--- src/hdl/acpsr_pkg.sv ---
// ----------------------------------------------------------------------------
// acpsr_pkg
// Shared constants, codes and control types for the CPSR / banked register
// block.
// ----------------------------------------------------------------------------
package acpsr_pkg;

    // Action codes carried in s_axis_tuser[2:0]
    localparam logic [2:0] ACT_WR_FULL  = 3'd0;
    localparam logic [2:0] ACT_WR_CTRL  = 3'd1;
    localparam logic [2:0] ACT_SET_NZCVQ = 3'd2;
    localparam logic [2:0] ACT_SET_NZCV = 3'd3;
    localparam logic [2:0] ACT_RD_CPSR  = 3'd4;
    localparam logic [2:0] ACT_WR_REG   = 3'd5;
    localparam logic [2:0] ACT_RD_REG   = 3'd6;

    // Visible register select codes
    localparam logic [1:0] SEL_SP   = 2'd0;
    localparam logic [1:0] SEL_LR   = 2'd1;
    localparam logic [1:0] SEL_PC   = 2'd2;
    localparam logic [1:0] SEL_SPSR = 2'd3;

    // ARM mode codes
    localparam logic [4:0] MODE_SVC = 5'h13;
    localparam logic [4:0] MODE_ABT = 5'h17;
    localparam logic [4:0] MODE_IRQ = 5'h12;
    localparam logic [4:0] MODE_UND = 5'h1B;

    // Bank slots
    localparam logic [1:0] SLOT_SVC = 2'd0;
    localparam logic [1:0] SLOT_ABT = 2'd1;
    localparam logic [1:0] SLOT_IRQ = 2'd2;
    localparam logic [1:0] SLOT_UND = 2'd3;
    localparam int         NUM_SLOTS = 4;

    // Status word layout
    localparam int          T_POS = 5;
    localparam int          I_POS = 7;
    localparam int          Q_POS = 27;
    localparam logic [31:0] LOW_MASK      = 32'h0FFF_FFFF;
    localparam logic [31:0] PC_ALIGN_MASK = 32'hFFFF_FFFE;
    localparam logic [27:0] STATUS_RESET  = 28'h000_00D3;

    typedef struct packed {
        logic       valid;
        logic [1:0] idx;
    } bank_slot_t;

    typedef struct packed {
        logic latch;   // capture the accepted item
        logic swap;    // exchange visible regs with the current mode's bank
        logic commit;  // execute the action
        logic push;    // move the result into the output register
    } dp_cmd_t;

    typedef struct packed {
        logic mode_change; // pending status write changes the mode
        logic out_free;    // output register can take a result this cycle
    } dp_sts_t;

    function automatic bank_slot_t slot_of(logic [4:0] mode);
        bank_slot_t s;
        s.valid = 1'b1;
        s.idx   = SLOT_SVC;
        case (mode)
            MODE_SVC: s.idx = SLOT_SVC;
            MODE_ABT: s.idx = SLOT_ABT;
            MODE_IRQ: s.idx = SLOT_IRQ;
            MODE_UND: s.idx = SLOT_UND;
            default:  s.valid = 1'b0;
        endcase
        return s;
    endfunction

endpackage

--- src/hdl/acpsr_datapath.sv ---
// ----------------------------------------------------------------------------
// acpsr_datapath
// Visible registers, mode banks, CPSR state, action execution and the
// output register.
// ----------------------------------------------------------------------------
module acpsr_datapath (
    input  logic               aclk,
    input  logic               aresetn,
    input  logic               cfg_wr_en,
    input  logic               cfg_wr_data,
    input  logic [31:0]        in_value,
    input  logic [2:0]         in_action,
    input  logic [1:0]         in_reg_sel,
    input  acpsr_pkg::dp_cmd_t cmd,
    output acpsr_pkg::dp_sts_t sts,
    input  logic               out_ready,
    output logic               out_valid,
    output logic [31:0]        out_read_data,
    output logic               out_irq_changed
);

    logic        has_thumb_reg, has_thumb_next;
    logic [2:0]  act_reg, act_next;
    logic [31:0] value_reg, value_next;
    logic [1:0]  sel_reg, sel_next;

    logic [31:0] sp_reg, sp_next;
    logic [31:0] lr_reg, lr_next;
    logic [31:0] pc_reg, pc_next;
    logic [31:0] spsr_reg, spsr_next;
    logic [31:0] bank_sp_reg   [acpsr_pkg::NUM_SLOTS];
    logic [31:0] bank_sp_next  [acpsr_pkg::NUM_SLOTS];
    logic [31:0] bank_lr_reg   [acpsr_pkg::NUM_SLOTS];
    logic [31:0] bank_lr_next  [acpsr_pkg::NUM_SLOTS];
    logic [31:0] bank_spsr_reg [acpsr_pkg::NUM_SLOTS];
    logic [31:0] bank_spsr_next[acpsr_pkg::NUM_SLOTS];
    logic [27:0] status_low_reg, status_low_next;
    logic [3:0]  flags_reg, flags_next;

    logic [31:0] res_data_reg, res_data_next;
    logic        res_irq_reg, res_irq_next;
    logic [31:0] out_data_reg, out_data_next;
    logic        out_irq_reg, out_irq_next;
    logic        out_valid_reg, out_valid_next;

    logic [31:0]           word;
    logic                  is_status_wr;
    acpsr_pkg::bank_slot_t slot;

    // Status word as it would be written, T bit forced low without Thumb
    always_comb begin
        word = value_reg;
        if (act_reg == acpsr_pkg::ACT_WR_CTRL) begin
            word = value_reg & acpsr_pkg::LOW_MASK;
        end
        if (!has_thumb_reg) begin
            word[acpsr_pkg::T_POS] = 1'b0;
        end
    end

    assign is_status_wr = (act_reg == acpsr_pkg::ACT_WR_FULL) ||
                          (act_reg == acpsr_pkg::ACT_WR_CTRL);
    assign slot = acpsr_pkg::slot_of(status_low_reg[4:0]);

    assign sts.mode_change = is_status_wr && (status_low_reg[4:0] != word[4:0]);
    assign sts.out_free    = !out_valid_reg || out_ready;

    always_comb begin
        has_thumb_next  = cfg_wr_en ? cfg_wr_data : has_thumb_reg;
        act_next        = act_reg;
        value_next      = value_reg;
        sel_next        = sel_reg;
        sp_next         = sp_reg;
        lr_next         = lr_reg;
        pc_next         = pc_reg;
        spsr_next       = spsr_reg;
        bank_sp_next    = bank_sp_reg;
        bank_lr_next    = bank_lr_reg;
        bank_spsr_next  = bank_spsr_reg;
        status_low_next = status_low_reg;
        flags_next      = flags_reg;
        res_data_next   = res_data_reg;
        res_irq_next    = res_irq_reg;
        out_data_next   = out_data_reg;
        out_irq_next    = out_irq_reg;
        out_valid_next  = out_valid_reg;

        if (cmd.latch) begin
            act_next   = in_action;
            value_next = in_value;
            sel_next   = in_reg_sel;
        end

        // Unbanked modes leave everything alone
        if (cmd.swap && slot.valid) begin
            sp_next                  = bank_sp_reg[slot.idx];
            lr_next                  = bank_lr_reg[slot.idx];
            spsr_next                = bank_spsr_reg[slot.idx];
            bank_sp_next[slot.idx]   = sp_reg;
            bank_lr_next[slot.idx]   = lr_reg;
            bank_spsr_next[slot.idx] = spsr_reg;
        end

        if (cmd.commit) begin
            res_data_next = '0;
            res_irq_next  = 1'b0;
            case (act_reg)
                acpsr_pkg::ACT_WR_FULL, acpsr_pkg::ACT_WR_CTRL: begin
                    // ARM to Thumb entry realigns the PC
                    if (word[acpsr_pkg::T_POS] && !status_low_reg[acpsr_pkg::T_POS]) begin
                        pc_next = pc_reg & acpsr_pkg::PC_ALIGN_MASK;
                    end
                    res_irq_next    = status_low_reg[acpsr_pkg::I_POS] ^
                                      word[acpsr_pkg::I_POS];
                    status_low_next = word[27:0];
                    if (act_reg == acpsr_pkg::ACT_WR_FULL) begin
                        flags_next = word[31:28];
                    end
                end
                acpsr_pkg::ACT_SET_NZCVQ: begin
                    flags_next = value_reg[31:28];
                    status_low_next[acpsr_pkg::Q_POS] = value_reg[acpsr_pkg::Q_POS];
                end
                acpsr_pkg::ACT_SET_NZCV: begin
                    flags_next = value_reg[31:28];
                end
                acpsr_pkg::ACT_RD_CPSR: begin
                    res_data_next = {flags_reg, status_low_reg};
                end
                acpsr_pkg::ACT_WR_REG: begin
                    case (sel_reg)
                        acpsr_pkg::SEL_SP:   sp_next   = value_reg;
                        acpsr_pkg::SEL_LR:   lr_next   = value_reg;
                        acpsr_pkg::SEL_PC:   pc_next   = value_reg;
                        acpsr_pkg::SEL_SPSR: spsr_next = value_reg;
                        default:             spsr_next = value_reg;
                    endcase
                end
                acpsr_pkg::ACT_RD_REG: begin
                    case (sel_reg)
                        acpsr_pkg::SEL_SP:   res_data_next = sp_reg;
                        acpsr_pkg::SEL_LR:   res_data_next = lr_reg;
                        acpsr_pkg::SEL_PC:   res_data_next = pc_reg;
                        acpsr_pkg::SEL_SPSR: res_data_next = spsr_reg;
                        default:             res_data_next = spsr_reg;
                    endcase
                end
                default: begin
                end
            endcase
        end

        if (cmd.push) begin
            out_data_next  = res_data_reg;
            out_irq_next   = res_irq_reg;
            out_valid_next = 1'b1;
        end else if (out_ready) begin
            out_valid_next = 1'b0;
        end
    end

    always_ff @(posedge aclk) begin
        if (!aresetn) begin
            has_thumb_reg  <= 1'b1;
            sp_reg         <= '0;
            lr_reg         <= '0;
            pc_reg         <= '0;
            spsr_reg       <= '0;
            for (int i = 0; i < acpsr_pkg::NUM_SLOTS; i++) begin
                bank_sp_reg[i]   <= '0;
                bank_lr_reg[i]   <= '0;
                bank_spsr_reg[i] <= '0;
            end
            status_low_reg <= acpsr_pkg::STATUS_RESET;
            flags_reg      <= '0;
            out_valid_reg  <= 1'b0;
        end else begin
            has_thumb_reg  <= has_thumb_next;
            sp_reg         <= sp_next;
            lr_reg         <= lr_next;
            pc_reg         <= pc_next;
            spsr_reg       <= spsr_next;
            bank_sp_reg    <= bank_sp_next;
            bank_lr_reg    <= bank_lr_next;
            bank_spsr_reg  <= bank_spsr_next;
            status_low_reg <= status_low_next;
            flags_reg      <= flags_next;
            out_valid_reg  <= out_valid_next;
        end
    end

    always_ff @(posedge aclk) begin
        act_reg      <= act_next;
        value_reg    <= value_next;
        sel_reg      <= sel_next;
        res_data_reg <= res_data_next;
        res_irq_reg  <= res_irq_next;
        out_data_reg <= out_data_next;
        out_irq_reg  <= out_irq_next;
    end

    assign out_valid       = out_valid_reg;
    assign out_read_data   = out_data_reg;
    assign out_irq_changed = out_irq_reg;

    // Swap and commit are separate steps of a status write
    a_swap_commit_excl: assert property (@(posedge aclk) disable iff (!aresetn)
        !(cmd.swap && cmd.commit))
        else $error("swap and commit in the same cycle");

    // A result never overwrites one that is still waiting
    a_push_free: assert property (@(posedge aclk) disable iff (!aresetn)
        cmd.push |-> (!out_valid_reg || out_ready))
        else $error("push into a full output register");

endmodule

--- src/hdl/acpsr_ctrl.sv ---
// ----------------------------------------------------------------------------
// acpsr_ctrl
// Sequencer for one item: check, optional bank swap out, commit, optional
// bank swap in, result hand-off.
// ----------------------------------------------------------------------------
module acpsr_ctrl (
    input  logic               aclk,
    input  logic               aresetn,
    input  logic               in_valid,
    output logic               in_ready,
    input  acpsr_pkg::dp_sts_t sts,
    output acpsr_pkg::dp_cmd_t cmd
);

    typedef enum logic [5:0] {
        ST_IDLE     = 6'b000001,
        ST_CHECK    = 6'b000010,
        ST_SWAP_OUT = 6'b000100,
        ST_COMMIT   = 6'b001000,
        ST_SWAP_IN  = 6'b010000,
        ST_DONE     = 6'b100000
    } state_t;

    state_t state_reg, state_next;

    always_comb begin
        state_next = state_reg;
        cmd        = '0;
        case (state_reg)
            ST_IDLE: begin
                cmd.latch = in_valid;
                if (in_valid) begin
                    state_next = ST_CHECK;
                end
            end
            ST_CHECK: begin
                state_next = sts.mode_change ? ST_SWAP_OUT : ST_COMMIT;
            end
            ST_SWAP_OUT: begin
                cmd.swap   = 1'b1;
                state_next = ST_COMMIT;
            end
            ST_COMMIT: begin
                // mode still reflects the old status here
                cmd.commit = 1'b1;
                state_next = sts.mode_change ? ST_SWAP_IN : ST_DONE;
            end
            ST_SWAP_IN: begin
                cmd.swap   = 1'b1;
                state_next = ST_DONE;
            end
            ST_DONE: begin
                if (sts.out_free) begin
                    cmd.push   = 1'b1;
                    state_next = ST_IDLE;
                end
            end
            default: begin
                state_next = ST_IDLE;
            end
        endcase
    end

    always_ff @(posedge aclk) begin
        if (!aresetn) begin
            state_reg <= ST_IDLE;
        end else begin
            state_reg <= state_next;
        end
    end

    assign in_ready = (state_reg == ST_IDLE);

    a_swap_not_back_to_back: assert property (@(posedge aclk) disable iff (!aresetn)
        cmd.swap |=> !cmd.swap)
        else $error("two bank swaps in a row");

    a_swap_out_needs_change: assert property (@(posedge aclk) disable iff (!aresetn)
        (state_reg == ST_SWAP_OUT) |-> sts.mode_change)
        else $error("bank swap without a mode change");

    a_commit_after_check: assert property (@(posedge aclk) disable iff (!aresetn)
        cmd.commit |-> ($past(state_reg) == ST_CHECK || $past(state_reg) == ST_SWAP_OUT))
        else $error("commit out of sequence");

    a_accept_to_check: assert property (@(posedge aclk) disable iff (!aresetn)
        cmd.latch |=> (state_reg == ST_CHECK))
        else $error("accepted item not checked");

endmodule

--- src/hdl/arm_cpsr_banked_register_update.sv ---
// ----------------------------------------------------------------------------
// arm_cpsr_banked_register_update
// ARM v4 CPSR with mode-banked R13, R14 and SPSR, stream interface.
// ----------------------------------------------------------------------------
// One action per input transfer, one result transfer per action. An item is
// taken only while the sequencer is idle; it then passes a check step, a
// commit step and a hand-off step, plus one bank swap step before and one
// after the commit when a CPSR write changes the mode. The hand-off waits
// until the output register is free. The swaps share one exchange path
// between the visible registers and the bank of the current mode. The
// result sits in an output register, so a new item is taken while an
// earlier result still waits. has_thumb is written through cfg_wr_en /
// cfg_wr_data and resets to 1.
// ----------------------------------------------------------------------------
module arm_cpsr_banked_register_update (
    input  logic        aclk,
    input  logic        aresetn,
    input  logic        cfg_wr_en,
    input  logic        cfg_wr_data,     // has_thumb
    input  logic        s_axis_tvalid,
    output logic        s_axis_tready,
    input  logic [31:0] s_axis_tdata,    // [31:0] value
    input  logic [4:0]  s_axis_tuser,    // [2:0] action, [4:3] reg_sel
    output logic        m_axis_tvalid,
    input  logic        m_axis_tready,
    output logic [39:0] m_axis_tdata     // [31:0] read_data, [32] irq_mask_changed
);

    acpsr_pkg::dp_cmd_t cmd;
    acpsr_pkg::dp_sts_t sts;
    logic [31:0]        read_data;
    logic               irq_changed;

    acpsr_ctrl u_ctrl (
        .aclk     (aclk),
        .aresetn  (aresetn),
        .in_valid (s_axis_tvalid),
        .in_ready (s_axis_tready),
        .sts      (sts),
        .cmd      (cmd)
    );

    acpsr_datapath u_datapath (
        .aclk            (aclk),
        .aresetn         (aresetn),
        .cfg_wr_en       (cfg_wr_en),
        .cfg_wr_data     (cfg_wr_data),
        .in_value        (s_axis_tdata),
        .in_action       (s_axis_tuser[2:0]),
        .in_reg_sel      (s_axis_tuser[4:3]),
        .cmd             (cmd),
        .sts             (sts),
        .out_ready       (m_axis_tready),
        .out_valid       (m_axis_tvalid),
        .out_read_data   (read_data),
        .out_irq_changed (irq_changed)
    );

    assign m_axis_tdata = {7'b0, irq_changed, read_data};

endmodule
--- config.mk ---
export PLATFORM = sky130hd
export DESIGN_NAME = arm_cpsr_banked_register_update
export DESIGN_NICKNAME = d
export VERILOG_FILES = /design/src/hdl/acpsr_pkg.sv /design/src/hdl/acpsr_datapath.sv /design/src/hdl/acpsr_ctrl.sv /design/src/hdl/arm_cpsr_banked_register_update.sv
export SDC_FILE = /design/constraint.sdc
export NUM_CORES = 1
export LEC_CHECK = 0
export ABC_AREA = 0
export BUFFER_PORTS_ARGS = -buffer_cell sky130_fd_sc_hd__clkbuf_2
export CORE_UTILIZATION = 62
export CTS_BUF_LIST = sky130_fd_sc_hd__clkbuf_16
export CTS_CLUSTER_SIZE = 30
export DETAILED_ROUTE_END_ITERATION = 12
export MAX_ROUTING_LAYER = met4
export PLACE_DENSITY = 0.75
export SKIP_LAST_GASP = 1
export SLEW_MARGIN = 10
export SYNTH_ARGS = -nofsm -noshare
export SYNTH_HDL_FRONTEND = slang
export SYNTH_SLANG_ARGS = --single-unit
--- constraint.sdc ---
create_clock -name aclk -period 3.5 [get_ports aclk]
set_clock_uncertainty 0.1 [all_clocks]
set_input_delay 0 -clock aclk [delete_from_list [all_inputs] [get_ports aclk]]
set_output_delay 0 -clock aclk [all_outputs]
set_load 0.03 [all_outputs]
* After elaboration in Yosys (flattened, before gate mapping)
Index checks and enable logic that the tools add are counted.
** Word-level totals
- Memories :: 0
- Logic and storage cells :: 134
- ROM bits :: 0
- Output and inout bits :: 42
- Bits in latches :: 0
- Bits of input ports :: 43
- Register bits :: 655
- Bits in writable memories :: 0
** Operators by class
- Equality and inequality tests :: 25
- Divide/modulo/power cells :: 0
- Bitwise operators :: 3
- Shifts and indexed selects :: 0
- $lt $le $gt $ge :: 2
- Multipliers :: 0
- $add $sub $neg :: 0
- Reduce and logical (&&, ||, !) cells :: 24
- Muxes and demuxes :: 50
** Operators with widths (count)
- $mux 32 :: 21
- $bwmux 128 :: 3
- $bmux 32 s2 :: 3
- $pmux 32 s2 :: 2
- $pmux 32 s4 :: 1
- $demux 32 s2 :: 1
- $pmux 6 s6 :: 1
- $eq 5x5->1 const B :: 4
- $mux 6 :: 3
- $mux 1 :: 10
- $eq 3x3->1 const B :: 3
- $mux 4 :: 2
- $pmux 4 s2 :: 1
- $reduce_and 4->1 :: 2
- $reduce_bool 2->1 :: 4
- $eq 3x2->1 const B :: 2
- $eq 6x1->1 const B :: 1
- $eq 6x2->1 const B :: 1
- $eq 6x3->1 const B :: 1
- $eq 6x4->1 const B :: 1
- $eq 6x5->1 const B :: 1
- $eq 6x6->1 const B :: 1
- $ne 2x1->1 const B :: 3
- $pmux 2 s3 :: 1
- other kinds (20) :: 31

* Longest topological paths before layout
Gate-level depths: netlist of the first run.
- Word-level depth :: 10
- Depth in mapped cells :: 10

* By module
Synthesis of the first run repeated with hierarchy kept, for this count alone.
** Unflattened totals
- Cell total of the unflattened synthesis :: 3052
- Area, all modules :: 27286.2 um2
** Modules (own cells, without submodules)
- acpsr_datapath :: times used 1, cells each 2997, area each 26875.8 um2, sequential area each 14023.4 um2
- acpsr_ctrl :: times used 1, cells each 46, area each 346.6 um2, sequential area each 120.1 um2
- arm_cpsr_banked_register_update :: times used 1, cells each 9, area each 63.8 um2, sequential area each 0.0 um2

* Worst setup path before layout of the first run
Ideal clock, no wire load.
- Kind :: reg-to-reg
- Start :: register u_ctrl.state_reg[2]
- End :: register u_datapath.act_reg[0], enable pin
- Arrival time :: 2.550 ns
- Slack :: 0.452 ns
- Library setup time :: 0.398 ns
- Path buffers :: 1
- Cell stages (with the launch flop) :: 6
- Period minus slack after synthesis :: 3.048 ns
- Cells stage by stage :: dfxtp_1 -> buf_2 -> nor2_1 -> nand2_1 -> nor3b_1 -> and2_1
** RTL lines
- start: declaration :: RTL line acpsr_ctrl.sv:24 : state_t state_reg, state_next;
- start signal: assignment :: RTL line acpsr_ctrl.sv:68 : state_reg <= state_next;
- end signal: assignment :: RTL line acpsr_datapath.sv:193 : act_reg <= act_next;
- end: declaration :: RTL line acpsr_datapath.sv:23 : logic [2:0] act_reg, act_next;

* Final worst setup path of the first run
- Start :: register u_ctrl.state_reg[3]
- End :: register u_datapath.lr_reg[27]
** Between the ends
- Cells in the longest elaborated chain, start to end :: 8
- Elaborated cells on any way between the ends :: 11
- Those cells by class :: eq/ne: 3; mux: 6; reduce/logical: 2
** Ends and longest elaborated chain
- $eq 6x3->1 / $eq 6x5->1 (equally long branches) :: RTL line acpsr_ctrl.sv:29 : case (state_reg)
- $reduce_or 2->1 (no line)
- $mux 1 :: RTL line acpsr_ctrl.sv:29
- $logic_and 1x1->1 :: RTL line acpsr_datapath.sv:95 : if (cmd.swap && slot.valid) begin
- $mux 32 :: RTL line acpsr_datapath.sv:95
- $mux 32 :: RTL line acpsr_datapath.sv:131 : case (sel_reg)
- $mux 32 :: RTL line acpsr_datapath.sv:107 : case (act_reg)
- $mux 32 (*) :: RTL line acpsr_datapath.sv:104 : if (cmd.commit) begin
- end signal: assignment :: RTL line acpsr_datapath.sv:180 : lr_reg <= lr_next;
- end: declaration :: RTL line acpsr_datapath.sv:28 : logic [31:0] lr_reg, lr_next;
Mark *: on every way between the ends. The rest lies on a longest branch, timed or not.
A chain may end at the register's enable or synchronous reset.

==> flow_summary.toml, run 1 <==
[global_routing]
grt_overflow_total = 0
grt_pass1_vias = 22300
grt_pass1_wl_um = 127000
grt_max_degree = 169
track_usage_pct = 37.7
antenna_found_initial = 0

[sta]
slew_violations = 0
layout_min_cycle_time_ps = 2800
worstMarginPinSlew_ps = 1070
period_share_pct = 79.9
maxSlewHeadroom_pct = 28.8
finalSetupTns_ps = 0
setup_viol = 0
rsz0062_at_grt = "false"
fmax_mhz = 358
finalHoldViolCount = 0

[logic_synthesis]
syn_area_mm2 = 0.0275
ys.warnings.count = 0
synth-seq-cells = 655
synth.distinct_cells = 49
synth_cells = 3000
yosysSeqAreaShare_pct = 51.4
synthArstFlopShare_pct = 0
yosys_most_used_dff = "dfxtp_1"
postSynthAreaPerCell_um2 = 9.17
synth_edf_count = 103

[clocking]
cts_num_sinks = 655
clockBufferDepth = 3
cts_buffers = 68
postCtsSetupBuffers = 0
cts_tree = "yes"
path_clk_slew_ps = 60
cts_resized = 0
h-tree-depth = 3
clkLatencyLatePin_ps = 600
cts-root-buf = "clkbuf_16"

[worst_setup_path]
critPathLaunchType = "register"
crit_path_max_fanout = 24
setup.worst_path.class = "register to register"
cp.arrival_ps = 3170
required_ps = 3870
crit_path_end_kind = "register"

[floorplanning]
core_mm2 = 0.0434
fp.dieH_um = 213
die_w_um = 213
start_util_pct = 63.4
rows = 76
die_area_mm2 = 0.0452
io-pin-count = 85

[power]
leakagePower_nw = 10.5
pwr_density_cell_mw_per_mm2 = 493
peakVddDrop_mv = 0.405
p_total_mw = 15.3

[routing]
wl_per_cell_um = 22.6
drtAntennaViolNets = 0
remaining_drc_errors = 0
totalWireLength_um = 82200
vias = 23100
first_pass_iters = 6
dr.first_iter.drc_count = 2898
vias_per_cell = 6.34

[layout]
area_growth_pct = 12.6
diodes = 0
layoutNonFillerInstCount = 3634
ff_latch_area_mm2 = 0.0141
final_area_mm2 = 0.0310
layout_commonest_cell = "nand2_1"
fin_util_pct = 71.4
multi_input_area_mm2 = 0.0123
layout-drive-gt1-share_pct = 9.45
mostFrequentLayoutCells = "nand2_1 (984), dfxtp_1 (552), a21boi_0 (362), edfxtp_1 (103)"
nets = 3039
n_fill_cell = 3284

[place]
io_buffers = 77
dpl.hpwl_um = 45600
place_area_mm2 = 0.0284
dp_cells = 3467
globalplace.congestion = 0.861

[outcome]
status = "complete, no violations"

[job]
max_cap_violations = 0

[hold_path]
min_path_type = "input port to register"
repair_timing:
item / in CTS / in global routing
hold buffers: 44 / 0
endpoints found under the hold margin: 183 / 0
setup endpoints to repair: 0 / 0
cell type report:
type	instances	area share (%)
inverter	2	0.0243
timing repair buffer	187	5.19
tap	585	2.36
sequential	655	45.7
multi-input combinational	2082	39.8
clock buffer	72	5.82
clock inverter	51	1.13
through the flow:
stage               hold WS [ps]  worst slack (ps)
finish                      17.2               704
detailed placement          78.6               748
global placement            77.1               845
global route                13.4               530
floorplan                  -1.13               452
CTS                         2.89               733
cells by family after synthesis:
| family | synth area share, % |
|---|---|
| simple gates | 18.9 |
| compound gates | 21.1 |
| flops | 51.4 |
| buf+inv | 4.26 |
| mux | 4.00 |
| xor+xnor | 0.287 |
| other cells | 0.0136 |
per-layer routing:
layer  wire (um)  GRT usage, %  part of all wire, %
met3        7830          6.37                  9.5
met5           0             -                    0
met4        2660          15.2                  3.2
met2       38300          59.2                   47
met1       33300          48.5                   41
synthesized netlist by cell type, types with 32 or more instances:
library cell | instances | share of area [%]
nand2_1 | 987 | 13
a21boi_0 | 362 | 9.9
nor2_1 | 41 | 0.56
edfxtp_1 | 103 | 11
nand3_1 | 73 | 1.3
buf_2 | 64 | 1.2
o2111a_1 | 96 | 3.9
mux4_2 | 32 | 2.6
mux2i_1 | 38 | 1.4
dfxtp_1 | 552 | 40
a21boi_1 | 79 | 2.2
clkbuf_1 | 168 | 2.3
a21oi_1 | 98 | 1.8
or3_1 | 98 | 2.2
a22oi_1 | 66 | 1.8
worst max-delay path: stages (launching register included):
cell and delay [ps]:
dfxtp_1 520, nor2b_1 210, nand3_1 390, inv_2 400
buf_4 350, nand3_2 120, buf_4 290, o2111a_1 290
worst paths after layout:
check | to | slack (ps) | from | cells after the start
max reg2reg | u_datapath.lr_reg[27]$_SDFF_PN0_ | 700 | u_ctrl.state_reg[3]$_SDFFE_PN0P_ | 7
max | u_datapath.lr_reg[27]$_SDFF_PN0_ | 700 | u_ctrl.state_reg[3]$_SDFFE_PN0P_ | 7
min reg2reg | u_datapath.out_read_data[4]$_DFFE_PP_ | 320 | u_datapath.res_data_reg[4]$_SDFFCE_PN0N_ | 0
min | u_datapath.value_reg[1]$_DFFE_PP_ | 20 | s_axis_tdata[1] | 2
power breakdown:
group / internal, mW / total [mW] / switching, mW
Combinational: 0.203 / 0.455 / 0.253
Clock: 4.07 / 7.01 / 2.93
Sequential: 7.69 / 7.81 / 0.121
Total: 12.0 / 15.3 / 3.31
(Power assumes the default switching activity.)
==> inputs of run 2 (changes only) <==
Clock period 3.5 ns to 2.8 ns, I/O delays scaled along.
==> flow_summary.toml, run 2 (synthesized netlist as in run 1, its figures left out) <==
[power]
internal_power_mw = 14.6
netSwitchingPower_mw = 4.12
p_total_mw = 18.8
pwr-share-clk_pct = 44.9
leakagePower_nw = 10.7
seqPwrFrac_pct = 51.9
swShare_pct = 22.0
peakVddDrop_mv = 0.511
pwr_density_cell_mw_per_mm2 = 602
p_comb_share_pct = 3.2

[layout]
mostFrequentLayoutCells = "nand2_1 (984), dfxtp_1 (552), a21boi_0 (362), edfxtp_1 (103)"
layout-drive-gt1-share_pct = 9.98
layout_commonest_cell = "nand2_1"
final_area_mm2 = 0.0312
layoutNonFillerInstCount = 3662
fin_util_pct = 72.0
nets = 3065
area_growth_pct = 13.5
ff_latch_area_mm2 = 0.0141
multi_input_area_mm2 = 0.0123
n_fill_cell = 3237

[floorplanning]
core_mm2 = 0.0434
fp.dieH_um = 213
rows = 76
start_util_pct = 63.4
io-pin-count = 85
die_area_mm2 = 0.0452
die_w_um = 213

[worst_setup_path]
crit_path_max_fanout = 23
cp_slowest_cell = "dfxtp_1"
cp.arrival_ps = 2910
crit_chain = "xor2_1 > and2_1 > nand4_1 > buf_4 > nand2_1 > a21boi_0"
required_ps = 3160
crit_path_end_kind = "register"
crit_path_max_incr_delay_ps = 490
critPathLaunchType = "register"
setup.worst_path.class = "register to register"
worstRegToRegCells = 6

[clocking]
h-tree-depth = 3
path_clk_slew_ps = 60
cts_resized = 0
clkLatencyLatePin_ps = 600
cts-root-buf = "clkbuf_16"
clockBufferDepth = 3
cts_buffers = 68
cts_tree = "yes"
cts_hold_buf = 49
cts_num_sinks = 655
postCtsSetupBuffers = 0

[place]
dpl.hpwl_um = 45700
place_area_mm2 = 0.0286
globalplace.congestion = 0.908
io_buffers = 77
pre_cts_ws_ps = 311
dp_cells = 3488

[sta]
finalWorstSetupSlack_ps = 254
slew_violations = 0
rsz0062_at_grt = "false"
finalSetupTns_ps = 0
maxSlewHeadroom_pct = 34.6
fmax_mhz = 393
period_share_pct = 90.9
layout_min_cycle_time_ps = 2550
finalHoldViolCount = 0
hold_slack_ps = 20.8
setup_viol = 0
worstMarginPinSlew_ps = 982

[routing]
wl_per_cell_um = 22.7
drtAntennaViolNets = 0
first_pass_iters = 6
dr.first_iter.drc_count = 2983
vias_per_cell = 6.34
remaining_drc_errors = 0
vias = 23200
totalWireLength_um = 83200

[global_routing]
grt_pass1_wl_um = 129000
grt_max_degree = 155
grt_pass1_vias = 22800
grt_overflow_total = 0
antenna_found_initial = 2
track_usage_pct = 38.3

[hold_path]
holdPathStages = 2
min_path_type = "input port to register"

[job]
max_cap_violations = 0

[outcome]
status = "complete, no violations"
==> run 2: cell count changes in the layout (fill, tap and decap cells not counted), sizes merged <==
cell,previous run,this run
diode,0,2
bufinv,5,1
buf,67,88
clkinvlp,1,0
dlygate4sd3,44,49
clkbuf,148,149
clkinv,28,32
==> run 2: power by group through the flow <==
stage,Combinational [mW],Clock (mW),Sequential [mW]
after floorplan,0.373,0,9.87
after global placement,0.532,0,9.94
after detailed placement,0.539,0,9.94
after CTS,0.594,8.49,9.73
after global routing,0.631,8.88,9.74
final,0.604,8.43,9.74
==> run 2: layout make-up <==
type / count / area share, %
flip-flops and latches: 655 / 45.3
multi-input cells: 2082 / 39.5
repair buffers: 213 / 6.22
clock buffers: 73 / 5.85
well taps: 585 / 2.35
clock inverters: 50 / 0.754
inverters: 2 / 0.0241
diodes: 2 / 0.0160
==> run 2: layer usage <==
layer	track usage (%)	wire [um]	vias up
li1	-	-	10500
met1	48.6	32800	11200
met2	59.3	38600	1277
met3	7.96	8770	245
met4	16.5	2990	0
met5	-	0	-
==> run 2: final timing paths <==
kind | startpoint | to | slack (ps)
worst max-delay path | u_ctrl.state_reg[2]$_SDFFE_PN0P_ | u_datapath.bank_lr_reg[105]$_SDFFE_PN0P_ | 250
worst min-delay path | s_axis_tdata[25] | u_datapath.value_reg[25]$_DFFE_PP_ | 20
worst max register to register | u_ctrl.state_reg[2]$_SDFFE_PN0P_ | u_datapath.bank_lr_reg[105]$_SDFFE_PN0P_ | 250
worst min register to register | u_datapath.res_data_reg[14]$_SDFFCE_PN0N_ | u_datapath.out_read_data[14]$_DFFE_PP_ | 320
==> run 2: critical path, delay by kind of cell (launching register included) <==
kind	cells	cell delay (ps)
simple gates	3	950
flops	1	490
xor+xnor	1	390
buf+inv	1	390
compound gates	1	90
